===== src/design/sma_pkg.sv =====
// Shared types and constants for the stack machine arithmetic unit.
// Used by the controller, the datapath, the divider, the top level and the checker.
`timescale 1ns / 1ps
`default_nettype none

package sma_pkg;

	localparam int STACK_DEPTH = 64;
	localparam int DATA_W      = 32;
	localparam int ADDR_W      = $clog2(STACK_DEPTH);
	localparam int DEPTH_W     = $clog2(STACK_DEPTH + 1);
	localparam int OPCODE_W    = 3;
	localparam int STATUS_W    = 2;
	localparam int DEPTH_OUT_W = 7;
	localparam int CNT_W       = $clog2(DATA_W);

	// Stream widths: input tdata holds push_value, output tdata holds top and depth
	localparam int S_TDATA_W = 32;
	localparam int M_TDATA_W = 40;

	typedef enum logic [OPCODE_W-1:0] {
		OP_PUSH = 3'd0,
		OP_SWAP = 3'd1,
		OP_ADD  = 3'd2,
		OP_SUB  = 3'd3,
		OP_DIV  = 3'd4,
		OP_MUL  = 3'd5
	} opcode_t;

	typedef enum logic [STATUS_W-1:0] {
		ST_OK      = 2'd0,
		ST_SHORT   = 2'd1,
		ST_DIVZERO = 2'd2,
		ST_FULL    = 2'd3
	} status_t;

	typedef enum logic [1:0] {
		S_IDLE,
		S_EXEC,
		S_DIV,
		S_WB
	} state_t;

	// Controller to datapath
	typedef struct packed {
		logic load;
		logic div_start;
		logic commit;
	} dp_cmd_t;

	// Datapath to controller
	typedef struct packed {
		logic need_div;
		logic out_free;
		logic div_busy;
	} dp_sts_t;

endpackage

`default_nettype wire


===== src/design/sma_div.sv =====
// Iterative signed 32-bit divider, one quotient bit per cycle, truncating toward zero.
// Depends on sma_pkg.
`timescale 1ns / 1ps
`default_nettype none

module sma_div (
	input  wire logic                      clk,
	input  wire logic                      arst_n,
	input  wire logic                      start,
	input  wire logic [sma_pkg::DATA_W-1:0] dividend,
	input  wire logic [sma_pkg::DATA_W-1:0] divisor,
	output logic                            busy,
	output logic [sma_pkg::DATA_W-1:0]      quotient
);
	import sma_pkg::*;

	logic              busy_q;
	logic [CNT_W-1:0]  cnt_q;
	logic [DATA_W-1:0] rem_q;
	logic [DATA_W-1:0] quo_q;
	logic [DATA_W-1:0] dvs_q;
	logic              neg_q;

	logic [DATA_W:0]   shifted;
	logic [DATA_W:0]   diff;
	logic              fits;

	// Trial subtract of the divisor from the shifted partial remainder
	always_comb begin
		shifted = {rem_q, quo_q[DATA_W-1]};
		diff    = shifted - {1'b0, dvs_q};
		fits    = !diff[DATA_W];
	end

	// Control: count through the quotient bits while busy, then go idle
	always_ff @(posedge clk or negedge arst_n) begin
		if (!arst_n) begin
			busy_q <= 1'b0;
			cnt_q  <= '0;
		end else if (start) begin
			busy_q <= 1'b1;
			cnt_q  <= '0;
		end else if (busy_q) begin
			cnt_q <= cnt_q + CNT_W'(1);
			if (cnt_q == CNT_W'(DATA_W - 1)) begin
				busy_q <= 1'b0;
			end
		end
	end

	// Datapath: load magnitudes, then shift and subtract
	always_ff @(posedge clk) begin
		if (start) begin
			rem_q <= '0;
			quo_q <= dividend[DATA_W-1] ? (-dividend) : dividend;
			dvs_q <= divisor[DATA_W-1] ? (-divisor) : divisor;
			neg_q <= dividend[DATA_W-1] ^ divisor[DATA_W-1];
		end else if (busy_q) begin
			rem_q <= fits ? diff[DATA_W-1:0] : shifted[DATA_W-1:0];
			quo_q <= {quo_q[DATA_W-2:0], fits};
		end
	end

	assign busy     = busy_q;
	assign quotient = neg_q ? (-quo_q) : quo_q;

endmodule

`default_nettype wire


===== src/design/sma_dp.sv =====
// Datapath: stack memory, top-of-stack and depth registers, ALU, divider and result register.
// Depends on sma_pkg and sma_div.
`timescale 1ns / 1ps
`default_nettype none

module sma_dp (
	input  wire logic                          clk,
	input  wire logic                          arst_n,
	input  wire sma_pkg::dp_cmd_t              cmd,
	output sma_pkg::dp_sts_t                   sts,
	input  wire logic [sma_pkg::OPCODE_W-1:0]  in_opcode,
	input  wire logic [sma_pkg::DATA_W-1:0]    in_value,
	input  wire logic                          out_ready,
	output logic                               out_valid,
	output logic [sma_pkg::STATUS_W-1:0]       out_status,
	output logic [sma_pkg::DATA_W-1:0]         out_top,
	output logic [sma_pkg::DEPTH_OUT_W-1:0]    out_depth
);
	import sma_pkg::*;

	// Entries below the top of stack; the top itself lives in top_q
	logic [DATA_W-1:0] mem [STACK_DEPTH];

	logic [OPCODE_W-1:0] op_q;
	logic [DATA_W-1:0]   val_q;
	logic [DATA_W-1:0]   rd_q;
	logic [DATA_W-1:0]   top_q;
	logic [DEPTH_W-1:0]  depth_q;

	logic                 out_valid_q;
	logic [STATUS_W-1:0]  out_status_q;
	logic [DATA_W-1:0]    out_top_q;
	logic [DEPTH_W-1:0]   out_depth_q;

	logic [DATA_W-1:0]    nxt_top;
	logic [DEPTH_W-1:0]   nxt_depth;
	status_t              nxt_status;
	logic                 wr_en;
	logic [ADDR_W-1:0]    wr_addr;
	logic [DATA_W-1:0]    wr_data;
	logic [2*DATA_W-1:0]  prod;
	logic                 two_or_more;
	logic                 full;
	logic [DATA_W-1:0]    div_quot;
	logic                 div_busy;

	sma_div u_div (
		.clk      (clk),
		.arst_n   (arst_n),
		.start    (cmd.div_start),
		.dividend (rd_q),
		.divisor  (top_q),
		.busy     (div_busy),
		.quotient (div_quot)
	);

	assign two_or_more = depth_q >= DEPTH_W'(2);
	assign full        = depth_q == DEPTH_W'(STACK_DEPTH);
	assign prod        = rd_q * top_q;

	// Capture the request and read the second entry
	always_ff @(posedge clk) begin
		if (cmd.load) begin
			op_q  <= in_opcode;
			val_q <= in_value;
			rd_q  <= mem[ADDR_W'(depth_q - DEPTH_W'(2))];
		end
	end

	// Spill to or update the stack memory
	always_ff @(posedge clk) begin
		if (wr_en) begin
			mem[wr_addr] <= wr_data;
		end
	end

	// Next stack state for the captured request
	always_comb begin
		nxt_top    = top_q;
		nxt_depth  = depth_q;
		nxt_status = ST_OK;
		wr_en      = 1'b0;
		wr_addr    = ADDR_W'(depth_q - DEPTH_W'(1));
		wr_data    = top_q;
		unique case (op_q)
			OP_PUSH: begin
				if (full) begin
					nxt_status = ST_FULL;
				end else begin
					wr_en     = cmd.commit && (depth_q != '0);
					nxt_top   = val_q;
					nxt_depth = depth_q + DEPTH_W'(1);
				end
			end
			OP_SWAP, OP_ADD, OP_SUB, OP_DIV, OP_MUL: begin
				if (!two_or_more) begin
					nxt_status = ST_SHORT;
				end else begin
					unique case (op_q)
						OP_SWAP: begin
							wr_en   = cmd.commit;
							wr_addr = ADDR_W'(depth_q - DEPTH_W'(2));
							nxt_top = rd_q;
						end
						OP_ADD: begin
							nxt_top   = rd_q + top_q;
							nxt_depth = depth_q - DEPTH_W'(1);
						end
						OP_SUB: begin
							nxt_top   = rd_q - top_q;
							nxt_depth = depth_q - DEPTH_W'(1);
						end
						OP_MUL: begin
							nxt_top   = prod[DATA_W-1:0];
							nxt_depth = depth_q - DEPTH_W'(1);
						end
						default: begin
							if (top_q == '0) begin
								nxt_status = ST_DIVZERO;
							end else begin
								nxt_top   = div_quot;
								nxt_depth = depth_q - DEPTH_W'(1);
							end
						end
					endcase
				end
			end
			default: begin
				// Unused opcodes leave the stack alone
			end
		endcase
		// Any error empties the stack
		if (nxt_status != ST_OK) begin
			nxt_depth = '0;
		end
	end

	// Commit stack state
	always_ff @(posedge clk or negedge arst_n) begin
		if (!arst_n) begin
			depth_q <= '0;
		end else if (cmd.commit) begin
			depth_q <= nxt_depth;
		end
	end

	always_ff @(posedge clk) begin
		if (cmd.commit) begin
			top_q <= nxt_top;
		end
	end

	// Result register, held until taken
	always_ff @(posedge clk or negedge arst_n) begin
		if (!arst_n) begin
			out_valid_q <= 1'b0;
		end else if (cmd.commit) begin
			out_valid_q <= 1'b1;
		end else if (out_ready) begin
			out_valid_q <= 1'b0;
		end
	end

	always_ff @(posedge clk) begin
		if (cmd.commit) begin
			out_status_q <= nxt_status;
			out_top_q    <= (nxt_depth == '0) ? '0 : nxt_top;
			out_depth_q  <= nxt_depth;
		end
	end

	assign sts.need_div = (op_q == OP_DIV) && two_or_more && (top_q != '0);
	assign sts.out_free = !out_valid_q || out_ready;
	assign sts.div_busy = div_busy;

	assign out_valid  = out_valid_q;
	assign out_status = out_status_q;
	assign out_top    = out_top_q;
	assign out_depth  = DEPTH_OUT_W'(out_depth_q);

endmodule

`default_nettype wire


===== src/design/sma_ctrl.sv =====
// Controller state machine: sequences capture, execute, divide and write-back.
// Depends on sma_pkg.
`timescale 1ns / 1ps
`default_nettype none

module sma_ctrl (
	input  wire logic             clk,
	input  wire logic             arst_n,
	input  wire logic             in_valid,
	output logic                  in_ready,
	input  wire sma_pkg::dp_sts_t sts,
	output sma_pkg::dp_cmd_t      cmd
);
	import sma_pkg::*;

	state_t state_q;
	state_t state_nxt;

	always_ff @(posedge clk or negedge arst_n) begin
		if (!arst_n) begin
			state_q <= S_IDLE;
		end else begin
			state_q <= state_nxt;
		end
	end

	// Next state
	always_comb begin
		state_nxt = state_q;
		unique case (state_q)
			S_IDLE: begin
				if (in_valid) begin
					state_nxt = S_EXEC;
				end
			end
			S_EXEC: begin
				if (sts.need_div) begin
					state_nxt = S_DIV;
				end else if (sts.out_free) begin
					state_nxt = S_IDLE;
				end
			end
			S_DIV: begin
				if (!sts.div_busy) begin
					state_nxt = S_WB;
				end
			end
			S_WB: begin
				if (sts.out_free) begin
					state_nxt = S_IDLE;
				end
			end
			default: state_nxt = S_IDLE;
		endcase
	end

	// Outputs
	always_comb begin
		in_ready      = 1'b0;
		cmd.load      = 1'b0;
		cmd.div_start = 1'b0;
		cmd.commit    = 1'b0;
		unique case (state_q)
			S_IDLE: begin
				in_ready = 1'b1;
				cmd.load = in_valid;
			end
			S_EXEC: begin
				cmd.div_start = sts.need_div;
				cmd.commit    = !sts.need_div && sts.out_free;
			end
			S_DIV: begin
				// wait for the divider
			end
			S_WB: begin
				cmd.commit = sts.out_free;
			end
			default: begin
				in_ready = 1'b0;
			end
		endcase
	end

endmodule

`default_nettype wire


===== src/design/stack_machine_arith_unit.sv =====
// Top level of the stack machine arithmetic unit: stream ports, controller and datapath.
// Depends on sma_pkg, sma_ctrl and sma_dp.
//
//   channel | dir | tdata                        | tuser
//   s_*     | in  | [31:0] push_value            | [2:0] opcode
//   m_*     | out | [31:0] top_value,            | [1:0] status
//           |     | [38:32] stack_depth, zero pad|
//
// One request is in flight at a time. Push, swap, add, sub, mul, no-ops and errors are captured
// in idle and committed to the output register from execute; a valid div goes on through
// divide and write-back first, and the divider retires one quotient bit per cycle.
// A new request is taken while the last result still waits in the output register.
// A stalled result holds the block in execute or write-back until the register frees.
// Reset empties the stack; no clearing pass.
`timescale 1ns / 1ps
`default_nettype none

module stack_machine_arith_unit (
	input  wire logic                          clk,
	input  wire logic                          arst_n,
	input  wire logic                          s_tvalid,
	output logic                               s_tready,
	input  wire logic [sma_pkg::S_TDATA_W-1:0] s_tdata,  // [31:0] push_value
	input  wire logic [sma_pkg::OPCODE_W-1:0]  s_tuser,  // [2:0] opcode
	output logic                               m_tvalid,
	input  wire logic                          m_tready,
	output logic [sma_pkg::M_TDATA_W-1:0]      m_tdata,  // [31:0] top_value, [38:32] stack_depth
	output logic [sma_pkg::STATUS_W-1:0]       m_tuser   // [1:0] status
);
	import sma_pkg::*;

	dp_cmd_t                 cmd;
	dp_sts_t                 sts;
	logic [DATA_W-1:0]       out_top;
	logic [DEPTH_OUT_W-1:0]  out_depth;

	sma_ctrl u_ctrl (
		.clk      (clk),
		.arst_n   (arst_n),
		.in_valid (s_tvalid),
		.in_ready (s_tready),
		.sts      (sts),
		.cmd      (cmd)
	);

	sma_dp u_dp (
		.clk        (clk),
		.arst_n     (arst_n),
		.cmd        (cmd),
		.sts        (sts),
		.in_opcode  (s_tuser),
		.in_value   (s_tdata[DATA_W-1:0]),
		.out_ready  (m_tready),
		.out_valid  (m_tvalid),
		.out_status (m_tuser),
		.out_top    (out_top),
		.out_depth  (out_depth)
	);

	// Pack the result, zero pad to whole bytes
	assign m_tdata = {{(M_TDATA_W - DATA_W - DEPTH_OUT_W){1'b0}}, out_depth, out_top};

endmodule

`default_nettype wire


===== config.mk =====
export PLATFORM = sky130hd
export DESIGN_NAME = stack_machine_arith_unit
export DESIGN_NICKNAME = d
export VERILOG_FILES = /design/src/design/sma_pkg.sv /design/src/design/sma_div.sv /design/src/design/sma_dp.sv /design/src/design/sma_ctrl.sv /design/src/design/stack_machine_arith_unit.sv
export SDC_FILE = /design/constraint.sdc
export NUM_CORES = 2
export LEC_CHECK = 0
export BUFFER_PORTS_ARGS = -buffer_cell sky130_fd_sc_hd__buf_2
export CAP_MARGIN = 20
export CELL_PAD_IN_SITES_DETAIL_PLACEMENT = 0
export CELL_PAD_IN_SITES_GLOBAL_PLACEMENT = 1
export CORE_ASPECT_RATIO = 0.75
export CORE_UTILIZATION = 45
export CTS_CLUSTER_DIAMETER = 30
export DETAILED_ROUTE_END_ITERATION = 6
export PLACE_DENSITY = 0.77
export SYNTH_ARGS = -nofsm -noshare
export SYNTH_HDL_FRONTEND = slang
export SYNTH_SLANG_ARGS = --single-unit

===== constraint.sdc =====
create_clock -name clk -period 8.4 [get_ports clk]
set_clock_uncertainty 0.05 [all_clocks]
set_input_delay 1.26 -clock clk [delete_from_list [all_inputs] [get_ports clk]]
set_output_delay 1.26 -clock clk [all_outputs]
set_load 0.1 [all_outputs]

-- Word level (Yosys, flattened, before mapping)
Memories as Yosys holds them, arrays and structs flattened. A register that Yosys moved wholly into a read port is not among the register bits.
Index checks and enable logic that the tools add are counted.
- register bits after elaboration: 221
- bits in writable memories: 2048
- input port bits: 39
- output and inout bits: 44
- logic and storage cells: 110
- memories: 1
- memory list (name ; depth ; bits a word ; read ports ; clocked after memory_dff ; write ports ; line ; source):
    u_dp.mem ; 64 ; 32 ; 1 ; 1 ; 1 ; sma_dp.sv:22 ; logic [DATA_W-1:0] mem [STACK_DEPTH];
- add/sub/neg operators: 10
- multiply operators: 1
- $lt $le $gt $ge: 1
- eq/ne operators: 12
- muxes and demuxes: 47
- bitwise gates (word level): 1
- reduce and logical (&&, ||, !) cells: 21
- operators by type and width (cell ; count):
    two-way mux 32 bit ; 8
    one-hot mux 32 bit (4 select lines) ; 1
    negation 32 bit ; 3
    one-hot mux 32 bit (2 select lines) ; 1
    subtractor 33 x 32 -> 33 bit ; 1
    adder 32 bit ; 1
    logical NOT 32 bit ; 1
    multiplier 32 x 32 -> 32 bit ; 1
    nonzero test 32 bit ; 1
    subtractor 32 bit ; 1
    two-way mux 31 bit ; 1
    two-way mux 7 bit ; 4
    one-hot mux 7 bit (2 select lines) ; 2
    two-way mux 6 bit ; 3
    two-way mux 2 bit ; 8
    two-way mux 1 bit ; 13
    two-way mux 5 bit ; 2
    one-hot mux 2 bit (4 select lines) ; 1
    adder 7 x 1 -> 7 bit, second input constant ; 1
    == test 7 bit, second input constant ; 1
    greater-or-equal comparator 7 x 2 -> 1 bit, second input constant ; 1
    logical NOT 7 bit ; 1
    nonzero test 7 bit ; 1
    subtractor 7 x 1 -> 7 bit, second input constant ; 1
    22 further kinds ; 34

-- Depth between registers and ports, before layout
- depth after elaboration: 11
- depth in mapped cells: 28
- gate-level depth less buffers: 26

-- Hierarchy
Synthesis repeated with hierarchy kept, for this count alone.
- cell total of the unflattened synthesis: 6584
- area total of the unflattened synthesis: 110473.5 um2
- modules (own cells, without submodules) (module ; instances ; cells an instance ; area each (um2)):
    sma_dp ; 1 ; 5677 ; 102671.0
    sma_div ; 1 ; 891 ; 7679.9
    sma_ctrl ; 1 ; 14 ; 111.4
    stack_machine_arith_unit ; 1 ; 2 ; 11.3

-- Worst setup path before layout
Ideal clock, no wire load.
- path kind: flip-flop to flip-flop
- start point: register u_dp.top_q[6]
- end point: register u_dp.out_top_q[29] (netlist: u_dp.out_top[29]) (data pin)
- setup time: 147 ps
- arrival: 8431 ps
- required time: 8203 ps
- slack: -228 ps
- stages on the path, launching flop included: 27
- buffers on the path: 3
- path through: edfxtp_1 > clkbuf_1 > clkbuf_1 > clkbuf_1 > and2_1 > fa_1 > fa_1 > fa_1 > inv_1 > fa_1 > inv_1 > fa_1 > inv_1 > fa_1 > inv_1 > fa_1 > fa_1 > ha_1 > and3_1 > and3_1 > nand3_1 > o21ai_0 > a41oi_1 > or3b_2 > a31o_2 > a31o_2 > a21oi_1
- word-level cells in the longest chain between the ends: 8
- elaborated cells on any way between the ends: 19
- those cells by class: add/sub (2); mul (1); mux (13); reduce/logical (3)
- ends and longest elaborated chain (what ; line ; source):
    from (decl) ; sma_dp.sv:27 ; logic [DATA_W-1:0] top_q;
    from (signal assigned) ; sma_dp.sv:149 ; top_q <= nxt_top;
    branches (longest 8 deep; another with multiplier 32 x 32 -> 32 bit) ; -- ;
    to (signal assigned) ; sma_dp.sv:167 ; out_top_q <= (nxt_depth == '0) ? '0 : nxt_top;
    to (decl) ; sma_dp.sv:32 ; logic [DATA_W-1:0] out_top_q;
Several ways; the timed one is not identified.
A chain may end at the register's enable or synchronous reset.

-- Final worst setup path
- start point: register u_dp.top_q[13]
- end point: register u_dp.out_top_q[28] (netlist: u_dp.out_top[28]) (data pin)
- elaborated cells on any way between the ends: 19
- those cells by class: add/sub (2); mul (1); mux (13); reduce/logical (3)
- RTL lines (what ; line ; source):
    branches (longest 2 deep; another with multiplier 32 x 32 -> 32 bit) ; -- ;
    one-hot mux 32 bit (4 select lines) (*) ; sma_dp.sv:99 ; unique case (op_q)
    two-way mux 32 bit (*) ; sma_dp.sv:96 ; if (!two_or_more) begin
    one-hot mux 32 bit (2 select lines) (*) ; sma_dp.sv:85 ; unique case (op_q)
    net u_dp.nxt_top[28] ; sma_dp.sv:35 ; logic [DATA_W-1:0] nxt_top;
Mark *: on every way through the listed nets, which the timed path passes.

==> results.ini <==
[cts]
cts.sinks=2301
post_cts_resized=0
cts_tree=built
cts-root-buf=clkbuf_16
clk_latency_ns=0.86
clkSlewWorstSetupHoldPaths_ns=0.05
clockBufferDepth=4
hold_buffers=0
htree_levels=5
post-cts-setup-buffers=0
cts_buffers=358

[setup_path]
cp.arrival_ns=8.56
cp_slowest_stage_delay_ns=0.65
crit_path_max_fanout=44
critical_path_buf_inv_count=3
endpoint_kind=flop
path_common_cell=fa_1
crit_path_start_kind=flop
critPathTopFamily=adder cells
crit_chain=buf_4 > and2_1 > fa_1 > inv_1 > fa_1 > fa_1 > inv_1 > fa_1 > fa_1 > fa_1 > fa_1 > fa_1 > ha_1 > a21o_1 > a31oi_1 > o21ai_0 > and2_1 > a211o_1 > nor4_1 > nor3b_1 > a311o_1 > and2_1
path_class=reg2reg
cp_data_required_time_ns=8.94
cp_slowest_cell=edfxtp_1

[yosys]
yosysWarnings=0
synthTopCellsByArea=edfxtp_1 61%, mux4_2 13%, fa_1 7.5%
yosysTopAreaCell=edfxtp_1
netlist.area_leader.share_pct=61.5
ys_types=82
synth_edf_count=2253
synthFlopType=edfxtp_1
yosys_register_bits=2301
synthTopCellsByCount=2253 x edfxtp_1, 654 x mux4_2, 447 x inv_1
synth_nets=7165
synth_cells=6518
ys_async_sr_fraction_pct=0.695
netlist_area_mm2=0.110
ys_seq_area_share_pct=62.4
syn_avg_cell_area_um2=16.9
synth.most_common_cell=edfxtp_1

[floorplan]
die_w_um=573
die_area_mm2=0.247
core_mm2=0.242
die_height_um=430
initial_core_util_pct=45.5
ioPinCount=83
rows=156

[final_layout]
final_nets=7543
stdcell_area_mm2=0.129
drive_gt1_share_pct=24.7
final_util_pct=53.2
areaGrowthSynthToFinish_pct=16.9
fillCellCount=18800
stdcell_count=10400

[sta]
rsz0062_at_grt=no
hold_viol=0
finalSetupViolations=0
fmax_mhz=125
worstMarginPinSlew_ns=1.19
maxSlewViolCount=0
post-route-period-util_pct=95.6
final.setup.tns_ns=0
fin_crit_ns=8.03
maxSlewHeadroom_pct=20.3

[placement]
numPortBuffers=81
dpl_cell_area_mm2=0.116
hpwlAfterDp_um=214000
placed_cells=9768
place_congestion=0.961

[outcome]
outcome=finished, violations left
violations=DRC

[global_routing]
gr-total-overflow=0
grt_max_degree=97
antenna_found_initial=37
grt_first_pass_wirelength_um=481000
grt_util_all_layers_pct=27.3
grt_pass1_vias=64400

[drt]
drt_pass1_iterations=7
routedWlPerCell_um=32.4
postRouteAntennaNets=0
route.vias.total=64800
viasPerCell=6.20
routed_wl_um=338000
drc=4
drt-initial-drc-count=9467

[job]
maxCapViolations=0

[hold_path]
hold_class=in2async

[registers in the layout (all words and copies together), names as in the netlist, 3 cells and up]
name	flops
u_dp.depth_q	7
u_dp.mem	2048
u_dp.op_q	3
u_dp.out_depth	7
u_dp.out_top	32
u_dp.rd_q	32
u_dp.top_q	32
u_dp.u_div.cnt_q	5
u_dp.u_div.dvs_q	32
u_dp.u_div.quo_q	32
u_dp.u_div.rem_q	32
u_dp.val_q	32
[layout by cell type, fill, tap and decap left out, drive strengths merged, types with 36 or more instances in the layout]
| cell | n |
|---|---|
| nor3 | 37 |
| ha | 198 |
| buf | 390 |
| mux4 | 654 |
| o21ai | 197 |
| clkbuf | 382 |
| fa | 410 |
| mux2i | 60 |
| xor2 | 112 |
| nor2 | 166 |
| inv | 513 |
| a21o | 36 |
| clkinv | 117 |
| xnor2 | 142 |
| and2 | 328 |
| a21oi | 141 |
| nand2 | 438 |
| bufinv | 46 |
| edfxtp | 2253 |
| clkinvlp | 45 |
| nand3 | 39 |
[cells by family (layout without fill, tap and decap cells)]
kind of cell             after synthesis  in the layout  share of synthesized area, %
other                                  1             20                       0.00341
multiplexers                         728            728                          14.1
buffers and inverters                822           1493                          2.82
AO/OA/AOI/OAI                        637            637                          3.71
AND/OR/NAND/NOR                     1167           1167                          5.27
XOR/XNOR                             254            254                          2.02
flip-flops                          2301           2301                          62.4
adder cells (fa/ha/maj)              608            608                          9.71
[worst reg2reg max path, delay by kind of cell (launching register included)]
kind                     cells  cell delay (ns)
flip-flops                   1             0.65
buffers and inverters        3             0.73
AND/OR/NAND/NOR              5             1.01
AO/OA/AOI/OAI                5             1.07
adder cells (fa/ha/maj)      9             4.27
[area by class of cell]
type / count / area, um^2 / share of cell area, %
antenna: 19 / 47.5 / 0.0369
clock buffer: 382 / 9200 / 7.14
clock inverter: 271 / 3110 / 2.41
inverter: 450 / 1690 / 1.31
multi-input combinational: 3395 / 38900 / 30.2
sequential: 2301 / 68700 / 53.4
tap: 3239 / 4050 / 3.15
timing repair buffer: 390 / 3040 / 2.36
[per-stage QoR]
stage	setup slack (ns)	hold WS [ns]
global route	0.0314	0.347
floorplan	0.0481	0.419
global placement	0.543	0.434
finish	0.373	0.341
CTS	0.313	0.326
detailed placement	0.354	0.448
[routing by layer]
metal / routed length, um / part of all wire (%) / track usage (%)
met5: 141 / 0.042 / 0
met4: 9020 / 2.7 / 7.03
met3: 48400 / 14 / 10.2
met2: 142000 / 42 / 37.9
met1: 139000 / 41 / 40.5
[path summary, 6_finish.rpt]
check / start / to / slack (ns) / cells after the start
setup / recovery: u_dp.top_q[13]$_DFFE_PP_ / u_dp.out_top[28]$_SDFFCE_PN0P_ / 0.37 / 22
max in group asynchronous: arst_n / u_dp.depth_q[0]$_DFFE_PN0P_ / 7.53 / 1
setup reg to reg: u_dp.top_q[13]$_DFFE_PP_ / u_dp.out_top[28]$_SDFFCE_PN0P_ / 0.37 / 22
min in group clk: u_dp.u_div.rem_q[25]$_SDFFE_PP0P_ / u_dp.u_div.rem_q[26]$_SDFFE_PP0P_ / 0.46 / 2
hold / removal: arst_n / u_ctrl.state_q[0]$_DFFE_PN0P_ / 0.34 / 1
hold reg to reg: u_dp.u_div.rem_q[25]$_SDFFE_PP0P_ / u_dp.u_div.rem_q[26]$_SDFFE_PP0P_ / 0.46 / 2
Power is not shown: default switching activity piles up to over one toggle a cycle in this logic, so the estimate is an artifact.
